**src/hdl/rpn_pkg.sv**
```systemverilog
// ----------------------------------------------------------------------------
// RPN evaluator package
// Shared types and constants: token and result formats, status codes,
// character codes, divider and queue sizing.
// ----------------------------------------------------------------------------
`default_nettype none

package rpn_pkg;

	localparam int DATA_W     = 32;
	localparam int TOKQ_DEPTH = 4;
	localparam int RESQ_DEPTH = 2;
	localparam int DIV_STEPS  = 32;
	localparam int DIV_CW     = $clog2(DIV_STEPS + 1);

	// character codes
	localparam logic [7:0] CH_SPACE = 8'h20;
	localparam logic [7:0] CH_ZERO  = 8'h30;
	localparam logic [7:0] CH_NINE  = 8'h39;
	localparam logic [7:0] CH_PLUS  = 8'h2B;
	localparam logic [7:0] CH_MINUS = 8'h2D;
	localparam logic [7:0] CH_STAR  = 8'h2A;
	localparam logic [7:0] CH_SLASH = 8'h2F;

	typedef enum logic [1:0] {
		TK_SKIP  = 2'd0,
		TK_DIGIT = 2'd1,
		TK_OP    = 2'd2,
		TK_BAD   = 2'd3
	} tok_kind_t;

	typedef enum logic [1:0] {
		OP_ADD = 2'd0,
		OP_SUB = 2'd1,
		OP_MUL = 2'd2,
		OP_DIV = 2'd3
	} op_t;

	typedef enum logic [2:0] {
		ST_OK       = 3'd0,
		ST_FEW      = 3'd1,
		ST_BAD      = 3'd2,
		ST_NOT_ONE  = 3'd3,
		ST_DIV_ZERO = 3'd4,
		ST_OVERFLOW = 3'd5
	} status_t;

	typedef struct packed {
		tok_kind_t  kind;
		op_t        op;
		logic [3:0] digit;
		logic       last;
	} token_t;

	typedef struct packed {
		logic signed [DATA_W-1:0] value;
		status_t                  status;
	} res_t;

	typedef struct packed {
		logic              start;
		logic [DATA_W-1:0] dividend;
		logic [DATA_W-1:0] divisor;
	} div_req_t;

	typedef struct packed {
		logic              busy;
		logic              done;
		logic [DATA_W-1:0] quotient;
	} div_rsp_t;

endpackage

`default_nettype wire

```
**src/hdl/rpn_stack_evaluator.sv**
```systemverilog
// ----------------------------------------------------------------------------
// RPN stack evaluator
// Evaluates a reverse-Polish integer expression arriving one character per
// transaction and returns one value and status per expression.
// ----------------------------------------------------------------------------
//  channel  | handshake             | payload
//  ---------+-----------------------+------------------------------------
//  input    | push / full           | char_code[7:0], last_char
//  result   | pop / empty           | result_value[31:0] signed, status[2:0]
//
// The front takes one character a cycle into a 4-entry token queue while it is not full.
// The back handles a space, digit or bad character in its idle state; + - *
// fetch into an execute state, / then a 32-step restoring divider and finish.
// Stack memory is not cleared by reset; no entry is read before written.
// The back holds a token while the 2-entry result queue is full.
// ----------------------------------------------------------------------------
`default_nettype none

module rpn_stack_evaluator #(
	parameter int STACK_DEPTH = 32
) (
	input  wire logic               clk,
	input  wire logic               arst_n,
	input  wire logic               push,
	output logic                    full,
	input  wire logic [7:0]         char_code,
	input  wire logic               last_char,
	output logic                    empty,
	input  wire logic               pop,
	output logic signed [31:0]      result_value,
	output logic [2:0]              status
);

	localparam int TOK_W = $bits(rpn_pkg::token_t);
	localparam int RES_W = $bits(rpn_pkg::res_t);

	rpn_pkg::token_t  tok_in, tok_out;
	logic [TOK_W-1:0] tq_rdata;
	logic             tq_empty, tq_pop;
	rpn_pkg::res_t    res_in, res_out;
	logic [RES_W-1:0] rq_rdata;
	logic             rq_full, rq_push;

	rpn_front u_front (
		.char_code (char_code),
		.last_char (last_char),
		.tok       (tok_in)
	);

	rpn_queue #(
		.WIDTH (TOK_W),
		.DEPTH (rpn_pkg::TOKQ_DEPTH)
	) u_tok_q (
		.clk    (clk),
		.arst_n (arst_n),
		.push   (push),
		.wdata  (tok_in),
		.full   (full),
		.pop    (tq_pop),
		.rdata  (tq_rdata),
		.empty  (tq_empty)
	);

	assign tok_out = rpn_pkg::token_t'(tq_rdata);

	rpn_back #(
		.STACK_DEPTH (STACK_DEPTH)
	) u_back (
		.clk       (clk),
		.arst_n    (arst_n),
		.tok_empty (tq_empty),
		.tok       (tok_out),
		.tok_pop   (tq_pop),
		.out_full  (rq_full),
		.out_push  (rq_push),
		.out_data  (res_in)
	);

	rpn_queue #(
		.WIDTH (RES_W),
		.DEPTH (rpn_pkg::RESQ_DEPTH)
	) u_res_q (
		.clk    (clk),
		.arst_n (arst_n),
		.push   (rq_push),
		.wdata  (res_in),
		.full   (rq_full),
		.pop    (pop),
		.rdata  (rq_rdata),
		.empty  (empty)
	);

	assign res_out      = rpn_pkg::res_t'(rq_rdata);
	assign result_value = res_out.value;
	assign status       = res_out.status;

endmodule

`default_nettype wire

```
**src/hdl/rpn_queue.sv**
```systemverilog
// ----------------------------------------------------------------------------
// RPN small queue
// Register-based FIFO used between front and back and on the result side.
// ----------------------------------------------------------------------------
`default_nettype none

module rpn_queue #(
	parameter int WIDTH = 9,
	parameter int DEPTH = 4
) (
	input  wire logic             clk,
	input  wire logic             arst_n,
	input  wire logic             push,
	input  wire logic [WIDTH-1:0] wdata,
	output logic                  full,
	input  wire logic             pop,
	output logic [WIDTH-1:0]      rdata,
	output logic                  empty
);

	localparam int PW = (DEPTH > 1) ? $clog2(DEPTH) : 1;
	localparam int CW = $clog2(DEPTH + 1);

	logic [WIDTH-1:0] store_q [DEPTH];
	logic [PW-1:0]    wp_q, rp_q;
	logic [CW-1:0]    cnt_q;
	logic             do_push, do_pop;

	assign full    = (cnt_q == CW'(DEPTH));
	assign empty   = (cnt_q == '0);
	assign do_push = push && !full;
	assign do_pop  = pop && !empty;
	assign rdata   = store_q[rp_q];

	// advance pointers and occupancy
	always_ff @(posedge clk or negedge arst_n) begin
		if (!arst_n) begin
			wp_q  <= '0;
			rp_q  <= '0;
			cnt_q <= '0;
		end else begin
			if (do_push)
				wp_q <= (wp_q == PW'(DEPTH - 1)) ? '0 : wp_q + PW'(1);
			if (do_pop)
				rp_q <= (rp_q == PW'(DEPTH - 1)) ? '0 : rp_q + PW'(1);
			if (do_push && !do_pop)
				cnt_q <= cnt_q + CW'(1);
			else if (do_pop && !do_push)
				cnt_q <= cnt_q - CW'(1);
		end
	end

	// hold entries
	always_ff @(posedge clk) begin
		if (do_push)
			store_q[wp_q] <= wdata;
	end

endmodule

`default_nettype wire

```
**src/hdl/rpn_front.sv**
```systemverilog
// ----------------------------------------------------------------------------
// RPN front end
// Classifies each incoming character into a token for the back end.
// ----------------------------------------------------------------------------
`default_nettype none

module rpn_front (
	input  wire logic [7:0]      char_code,
	input  wire logic            last_char,
	output rpn_pkg::token_t      tok
);

	// decode character class and operator
	always_comb begin
		tok.kind  = rpn_pkg::TK_BAD;
		tok.op    = rpn_pkg::OP_ADD;
		// low nibble of an ASCII digit is its value
		tok.digit = char_code[3:0];
		tok.last  = last_char;
		if (char_code == rpn_pkg::CH_SPACE) begin
			tok.kind = rpn_pkg::TK_SKIP;
		end else if (char_code >= rpn_pkg::CH_ZERO && char_code <= rpn_pkg::CH_NINE) begin
			tok.kind = rpn_pkg::TK_DIGIT;
		end else begin
			case (char_code)
				rpn_pkg::CH_PLUS: begin
					tok.kind = rpn_pkg::TK_OP;
					tok.op   = rpn_pkg::OP_ADD;
				end
				rpn_pkg::CH_MINUS: begin
					tok.kind = rpn_pkg::TK_OP;
					tok.op   = rpn_pkg::OP_SUB;
				end
				rpn_pkg::CH_STAR: begin
					tok.kind = rpn_pkg::TK_OP;
					tok.op   = rpn_pkg::OP_MUL;
				end
				rpn_pkg::CH_SLASH: begin
					tok.kind = rpn_pkg::TK_OP;
					tok.op   = rpn_pkg::OP_DIV;
				end
				default: begin
					tok.kind = rpn_pkg::TK_BAD;
				end
			endcase
		end
	end

endmodule

`default_nettype wire

```
**src/hdl/rpn_div.sv**
```systemverilog
// ----------------------------------------------------------------------------
// RPN divider
// Radix-2 restoring divider on unsigned magnitudes, one quotient bit a cycle.
// ----------------------------------------------------------------------------
`default_nettype none

module rpn_div (
	input  wire logic              clk,
	input  wire logic              arst_n,
	input  wire rpn_pkg::div_req_t req,
	output rpn_pkg::div_rsp_t      rsp
);

	logic                       busy_q, done_q;
	logic [rpn_pkg::DIV_CW-1:0] step_q;
	logic [31:0]                rem_q, quo_q, dsr_q;
	logic [32:0]                rem_sh, diff;
	logic                       ge;

	// trial subtract of the shifted remainder
	assign rem_sh = {rem_q, quo_q[31]};
	assign diff   = rem_sh - {1'b0, dsr_q};
	assign ge     = !diff[32];

	// sequence the steps
	always_ff @(posedge clk or negedge arst_n) begin
		if (!arst_n) begin
			busy_q <= 1'b0;
			done_q <= 1'b0;
			step_q <= '0;
		end else begin
			done_q <= 1'b0;
			if (req.start) begin
				busy_q <= 1'b1;
				step_q <= rpn_pkg::DIV_CW'(rpn_pkg::DIV_STEPS);
			end else if (busy_q) begin
				step_q <= step_q - rpn_pkg::DIV_CW'(1);
				if (step_q == rpn_pkg::DIV_CW'(1)) begin
					busy_q <= 1'b0;
					done_q <= 1'b1;
				end
			end
		end
	end

	// shift in one quotient bit per step
	always_ff @(posedge clk) begin
		if (req.start) begin
			rem_q <= '0;
			quo_q <= req.dividend;
			dsr_q <= req.divisor;
		end else if (busy_q) begin
			rem_q <= ge ? diff[31:0] : rem_sh[31:0];
			quo_q <= {quo_q[30:0], ge};
		end
	end

	assign rsp.busy     = busy_q;
	assign rsp.done     = done_q;
	assign rsp.quotient = quo_q;

endmodule

`default_nettype wire

```
**src/hdl/rpn_back.sv**
```systemverilog
// ----------------------------------------------------------------------------
// RPN back end
// Executes tokens against the value stack (top in a register, the rest in
// memory), keeps the sticky error and emits the result on the last token.
// ----------------------------------------------------------------------------
`default_nettype none

module rpn_back #(
	parameter int STACK_DEPTH = 32
) (
	input  wire logic            clk,
	input  wire logic            arst_n,
	input  wire logic            tok_empty,
	input  wire rpn_pkg::token_t tok,
	output logic                 tok_pop,
	input  wire logic            out_full,
	output logic                 out_push,
	output rpn_pkg::res_t        out_data
);

	localparam int IW = (STACK_DEPTH > 1) ? $clog2(STACK_DEPTH) : 1;
	localparam int CW = $clog2(STACK_DEPTH + 1);

	typedef enum logic [2:0] {
		S_IDLE = 3'b001,
		S_EXEC = 3'b010,
		S_DIV  = 3'b100
	} state_t;

	state_t              state_q, state_d;
	logic [CW-1:0]       cnt_q, cnt_d, cnt_m1, cnt_m2;
	rpn_pkg::status_t    err_q, err_d, st;
	logic [31:0]         tos_q, tos_d, nos_q, prod, quo;
	rpn_pkg::op_t        op_q;
	logic                last_q, neg_q;
	logic                fin, fin_last, wr_en, rd_en;
	logic [31:0]         mem [STACK_DEPTH];
	rpn_pkg::div_req_t   div_req;
	rpn_pkg::div_rsp_t   div_rsp;

	assign cnt_m1 = cnt_q - CW'(1);
	assign cnt_m2 = cnt_q - CW'(2);
	assign prod   = nos_q * tos_q;
	assign quo    = neg_q ? (32'd0 - div_rsp.quotient) : div_rsp.quotient;

	rpn_div u_div (
		.clk    (clk),
		.arst_n (arst_n),
		.req    (div_req),
		.rsp    (div_rsp)
	);

	// next-state and stack update
	always_comb begin
		state_d          = state_q;
		cnt_d            = cnt_q;
		err_d            = err_q;
		tos_d            = tos_q;
		tok_pop          = 1'b0;
		fin              = 1'b0;
		fin_last         = 1'b0;
		wr_en            = 1'b0;
		rd_en            = 1'b0;
		div_req.start    = 1'b0;
		div_req.dividend = nos_q[31] ? (32'd0 - nos_q) : nos_q;
		div_req.divisor  = tos_q[31] ? (32'd0 - tos_q) : tos_q;
		case (state_q)
			S_IDLE: begin
				// take a token only when a result has room to land
				if (!tok_empty && !out_full) begin
					tok_pop  = 1'b1;
					fin      = 1'b1;
					fin_last = tok.last;
					if (err_q == rpn_pkg::ST_OK) begin
						case (tok.kind)
							rpn_pkg::TK_DIGIT: begin
								if (cnt_q == CW'(STACK_DEPTH)) begin
									err_d = rpn_pkg::ST_OVERFLOW;
								end else begin
									wr_en = (cnt_q != '0);
									tos_d = 32'(tok.digit);
									cnt_d = cnt_q + CW'(1);
								end
							end
							rpn_pkg::TK_OP: begin
								if (cnt_q < CW'(2)) begin
									err_d = rpn_pkg::ST_FEW;
								end else if (tok.op == rpn_pkg::OP_DIV && tos_q == '0) begin
									err_d = rpn_pkg::ST_DIV_ZERO;
								end else begin
									fin     = 1'b0;
									rd_en   = 1'b1;
									state_d = S_EXEC;
								end
							end
							rpn_pkg::TK_BAD: begin
								err_d = rpn_pkg::ST_BAD;
							end
							default: begin
							end
						endcase
					end
				end
			end
			S_EXEC: begin
				fin_last = last_q;
				fin      = 1'b1;
				cnt_d    = cnt_m1;
				state_d  = S_IDLE;
				case (op_q)
					rpn_pkg::OP_ADD: tos_d = nos_q + tos_q;
					rpn_pkg::OP_SUB: tos_d = nos_q - tos_q;
					rpn_pkg::OP_MUL: tos_d = prod;
					default: begin
						fin           = 1'b0;
						cnt_d         = cnt_q;
						div_req.start = 1'b1;
						state_d       = S_DIV;
					end
				endcase
			end
			S_DIV: begin
				fin_last = last_q;
				if (div_rsp.done) begin
					fin     = 1'b1;
					tos_d   = quo;
					cnt_d   = cnt_m1;
					state_d = S_IDLE;
				end
			end
			default: begin
				state_d = S_IDLE;
			end
		endcase

		// build the result, then clear for the next expression
		out_push = fin && fin_last;
		if (err_d != rpn_pkg::ST_OK)
			st = err_d;
		else if (cnt_d != CW'(1))
			st = rpn_pkg::ST_NOT_ONE;
		else
			st = rpn_pkg::ST_OK;
		out_data.status = st;
		out_data.value  = (st == rpn_pkg::ST_OK) ? $signed(tos_d) : '0;
		if (out_push) begin
			cnt_d = '0;
			err_d = rpn_pkg::ST_OK;
		end
	end

	// control registers
	always_ff @(posedge clk or negedge arst_n) begin
		if (!arst_n) begin
			state_q <= S_IDLE;
			cnt_q   <= '0;
			err_q   <= rpn_pkg::ST_OK;
		end else begin
			state_q <= state_d;
			cnt_q   <= cnt_d;
			err_q   <= err_d;
		end
	end

	// operand and operation registers
	always_ff @(posedge clk) begin
		tos_q <= tos_d;
		if (rd_en) begin
			op_q   <= tok.op;
			last_q <= tok.last;
		end
		if (div_req.start)
			neg_q <= nos_q[31] ^ tos_q[31];
	end

	// stack body below the top: spill on push, fetch second operand
	always_ff @(posedge clk) begin
		if (wr_en)
			mem[cnt_m1[IW-1:0]] <= tos_q;
		if (rd_en)
			nos_q <= mem[cnt_m2[IW-1:0]];
	end

	a_cnt_bound: assert property (@(posedge clk) disable iff (!arst_n)
		cnt_q <= CW'(STACK_DEPTH))
		else $error("stack count beyond depth");

	a_out_room: assert property (@(posedge clk) disable iff (!arst_n)
		out_push |-> !out_full)
		else $error("result pushed into full queue");

	a_clear: assert property (@(posedge clk) disable iff (!arst_n)
		out_push |=> (cnt_q == '0 && err_q == rpn_pkg::ST_OK))
		else $error("stack or error not cleared after result");

	a_div_wait: assert property (@(posedge clk) disable iff (!arst_n)
		(state_q == S_DIV) |-> (div_rsp.busy || div_rsp.done))
		else $error("waiting on an idle divider");

	a_div_start: assert property (@(posedge clk) disable iff (!arst_n)
		div_req.start |-> !div_rsp.busy)
		else $error("divider restarted while busy");

endmodule

`default_nettype wire

```
**config.mk**
```make
export PLATFORM = sky130hd
export DESIGN_NAME = rpn_stack_evaluator
export DESIGN_NICKNAME = d
export VERILOG_FILES = /design/src/hdl/rpn_pkg.sv /design/src/hdl/rpn_stack_evaluator.sv /design/src/hdl/rpn_queue.sv /design/src/hdl/rpn_front.sv /design/src/hdl/rpn_div.sv /design/src/hdl/rpn_back.sv
export SDC_FILE = /design/constraint.sdc
export NUM_CORES = 2
export LEC_CHECK = 0
export BUFFER_PORTS_ARGS = -buffer_cell sky130_fd_sc_hd__buf_2
export CORE_UTILIZATION = 45
export CTS_BUF_LIST = sky130_fd_sc_hd__clkbuf_16
export DETAILED_ROUTE_END_ITERATION = 7
export GPL_ROUTABILITY_DRIVEN = 0
export GPL_TIMING_DRIVEN = 0
export PLACE_DENSITY = 0.58
export SYNTH_ARGS = -nofsm -noshare
export SYNTH_HDL_FRONTEND = slang
export SYNTH_SLANG_ARGS = --single-unit
```
**constraint.sdc**
```tcl
create_clock -name clk -period 10.8 [get_ports clk]
set_input_delay 2.16 -clock clk [delete_from_list [all_inputs] [get_ports clk]]
set_output_delay 2.16 -clock clk [all_outputs]
set_load 0.02 [all_outputs]
```
==> impl_metrics.yaml <==
synth:
  yosysWarnings: 0
  synthXorXnorAreaFrac_pct: 3.30
  synthMuxAreaShare_pct: 11.6
  yosysSeqAreaShare_pct: 53.5
  netlist_instances: 5078
  syn_nets: 5710
  yosysMostFrequentCell: "edfxtp_1"
  synth_top_area_cell: "edfxtp_1"
  synth-adder-area-share_pct: 14.9
  synth.area.top_cells: "edfxtp_1, fa_1, mux4_2"
  ys_ff_latch: 1325
  avgSynthCellArea_um2: 14.3
  synth_edf_count: 1230
  yosys.area_share.simple_pct: 7.80
  synth_top_area_share_pct: 50.7
  synth_compound_area_share_pct: 5.02
  synth_cell_type_count: 91
  synth_common_cells: "edfxtp_1, inv_1, nand2_1"
  syn-cell-area_um2: 72800
  synth_top_family_by_area: "adder cells"
  synth_ff_type: "edfxtp_1"
  ys_async_sr_fraction_pct: 2.34
detailed_routing:
  vias: 44241
  drc: 0
  dr.pass1.iters: 5
  final_antenna_net_count: 0
  totalWireLength_um: 222000
  drt-wirelength-per-cell_um: 29.3
  drtIter0Drc: 4300
  routed_via_density: 5.84
worst_setup_path:
  critPathLaunch: "u_back.tos_q[7]"
  worst-path-max-fanout: 33
  r2r_cells: 24
  cp-start-kind: "register"
  worstReg2RegStart: "u_back.tos_q[7]"
  crit_type: "register to register"
  worstReg2RegEnd: "u_res_q.store_q[1][25]"
  cp-endpoint: "u_res_q.store_q[1][25]"
  worst_setup_path_end_kind: "register"
  r2r_slack_ns: 0.76
  critPathArrivalTime_ns: 10.63
  worst_ep_required_time_ns: 11.40
final_layout:
  area_delta_synth_final_pct: 11.6
  final_nets: 5941
  drive_gt1_share_pct: 14.6
min_path:
  hold_depth: 1
  hold_path_class: "register to register"
global_route:
  grtUsageTotal_pct: 27.6
  antenna_found_initial: 15
  grt_pass1_vias: 45645
  grt_first_pass_wirelength_um: 320000
  grt_remaining_overflow: 0
  grt_start_max_net_pins: 40
floorplanning:
  die_w_um: 404
  num_rows: 147
  die_area_um2: 163000
  initial_core_util_pct: 45.4
  die_h_um: 404
  pin_count: 50
  fp.coreArea_um2: 161000
clocking:
  numCtsBuffers: 136
  cts_num_sinks: 1325
  cts_tree: "yes"
  cts.repair.resized: 0
  cts_setup_buffers: 0
  hold_buffers: 0
  clockRootBuffer: "clkbuf_16"
  htree_num_levels: 4
  clk_latency_ns: 0.77
  cts.clk_slew.worst_paths_ns: 0.06
  cts_max_path_buffers: 3
sta:
  finClkSkew_ns: 0.0288
  fin_crit_sh_pct: 92.9
  tns_ns: 0
  hold_ws_ns: 0.492
  maxSlewViolCount: 0
  hold_violations: 0
  max_freq_ghz: 0.0996
  rsz0062_at_grt: "false"
  max_slew_margin_pct: 4.60
  finalSetupViolCount: 0
  fin_crit_ns: 10.04
  tightest_slew_ns: 1.43
pwr:
  leakage_nw: 29.6
  power_density_nw_per_um2: 276
  vdd_ir_drop_max_uv: 203
placement:
  dpl.hpwl_um: 161000
  port_buffers: 49
job:
  drv_cap: 0
status:
  status: "finished, final reports clean"
-- layout make-up --
class / count / area [um^2]
fill: 13652 / 79300
sequential: 1325 / 39000
multi-input combinational: 3013 / 31300
clock buffer: 139 / 3480
tap: 2160 / 2700
inverter: 455 / 1710
timing repair buffer: 93 / 1210
buffer: 285 / 1120
clock inverter: 99 / 756
antenna: 3 / 7.51
-- cell families (layout without fill, tap and decap cells) --
kind of cell,Yosys count,count (layout)
xor gates and xnor gates,272,272
buffers and inverters,740,1071
AOI/OAI and AO/OA,561,561
other,0,3
adders and majority gates,619,619
muxes,425,425
DFF,1325,1325
and+or+nand+nor,1136,1136
-- routing by layer --
layer,wire [um],part of all wire (%),up-vias,global-route usage [%]
met2,107000,48,1814,45.4
li1,-,-,18785,-
met4,12500,5.6,6,13.6
met3,15100,6.8,541,4.56
met1,87300,39,23095,35.4
met5,34,0.015,-,0
-- worst min path at each step --
stage	from	endpoint	slack (ns)
after floorplan	u_tok_q.cnt_q[2]	u_tok_q.cnt_q[2]	0.46
after global placement	u_res_q.wp_q	u_res_q.wp_q	0.47
after detailed placement	u_tok_q.cnt_q[2]	u_tok_q.cnt_q[2]	0.48
after CTS	u_tok_q.cnt_q[2]	u_tok_q.cnt_q[2]	0.49
after global routing	u_tok_q.cnt_q[2]	u_tok_q.cnt_q[2]	0.53
final	u_tok_q.cnt_q[2]	u_tok_q.cnt_q[2]	0.49
-- placed cells by master, fill, tap and decap left out, drive strengths merged, types with 14 or more instances in the layout --
cell type  netlist  final
mux2            70     70
clkinv           2     47
a21o            34     34
dfxtp           64     64
xor2           111    111
nand2b          15     15
nand2          420    420
or3             26     26
ha             208    208
mux4           329    329
and2           319    319
o21a            22     22
dfrtp           30     30
nor2b           42     42
inv            453    494
nor2           162    162
a31oi           17     17
nand3           33     33
a22oi           18     18
fa             411    411
mux2i           26     26
a21oi          112    112
nor3            37     37
nand4           14     14
xnor2          160    160
buf             47    140
o31ai           39     39
clkbuf         238    377
o211ai          18     18
o21ai          167    167
a211oi          18     18
edfxtp        1230   1230
-- report_power, final --
group | switching, W | internal, W
Combinational | 0.00691 | 0.00437
Clock | 0.00199 | 0.00252
Sequential | 0.000429 | 0.00618
Total | 0.00933 | 0.0131
-- worst max-delay path, stage by stage (launching register included) --
cell      delay, ns
dfxtp_2        0.81
buf_2          0.38
clkbuf_1       0.84
clkbuf_1       0.64
and2_1         0.25
fa_1           0.45
fa_1           0.51
fa_1           0.52
inv_1          0.05
fa_1           0.48
inv_1          0.06
fa_1           0.46
ha_1           0.30
fa_1           0.51
fa_1           0.45
ha_1           0.39
nand2_1        0.19
nor3_1         0.08
a211oi_1       0.38
o22a_1         0.23
o311a_1        0.33
xnor2_1        0.24
o221ai_1       0.17
o21ai_0        0.84
nor2b_1        0.28
-- per-stage QoR --
step,utilization [%],instance area (um^2),setup WS [ns],instances,total power [W]
CTS,50.6,81300,0.573,7569,0.0223
floorplan,-,72800,3.18,5078,0.0139
global placement,47.2,75800,0.733,7287,0.0176
detailed placement,48.0,77000,0.629,7331,0.0177
global route,50.6,81300,0.724,7569,0.0235
finish,50.6,81300,0.763,7572,0.0224
-- registers in the layout, summed over array words and instances (netlist names), 2 cells and up --
signal	flops
u_back.mem	1024
u_res_q.store_q	70
u_tok_q.store_q	36
u_back.nos_q	32
u_back.tos_q	32
u_back.u_div.dsr_q	32
u_back.u_div.quo_q	32
u_back.u_div.rem_q	32
u_back.cnt_q	6
u_back.u_div.step_q	6
u_back.err_q	3
u_back.state_q	3
u_tok_q.cnt_q	3
u_back.op_q	2
u_res_q.cnt_q	2
u_tok_q.rp_q	2
u_tok_q.wp_q	2
No activity file was read; power rests on OpenSTA's default activity.
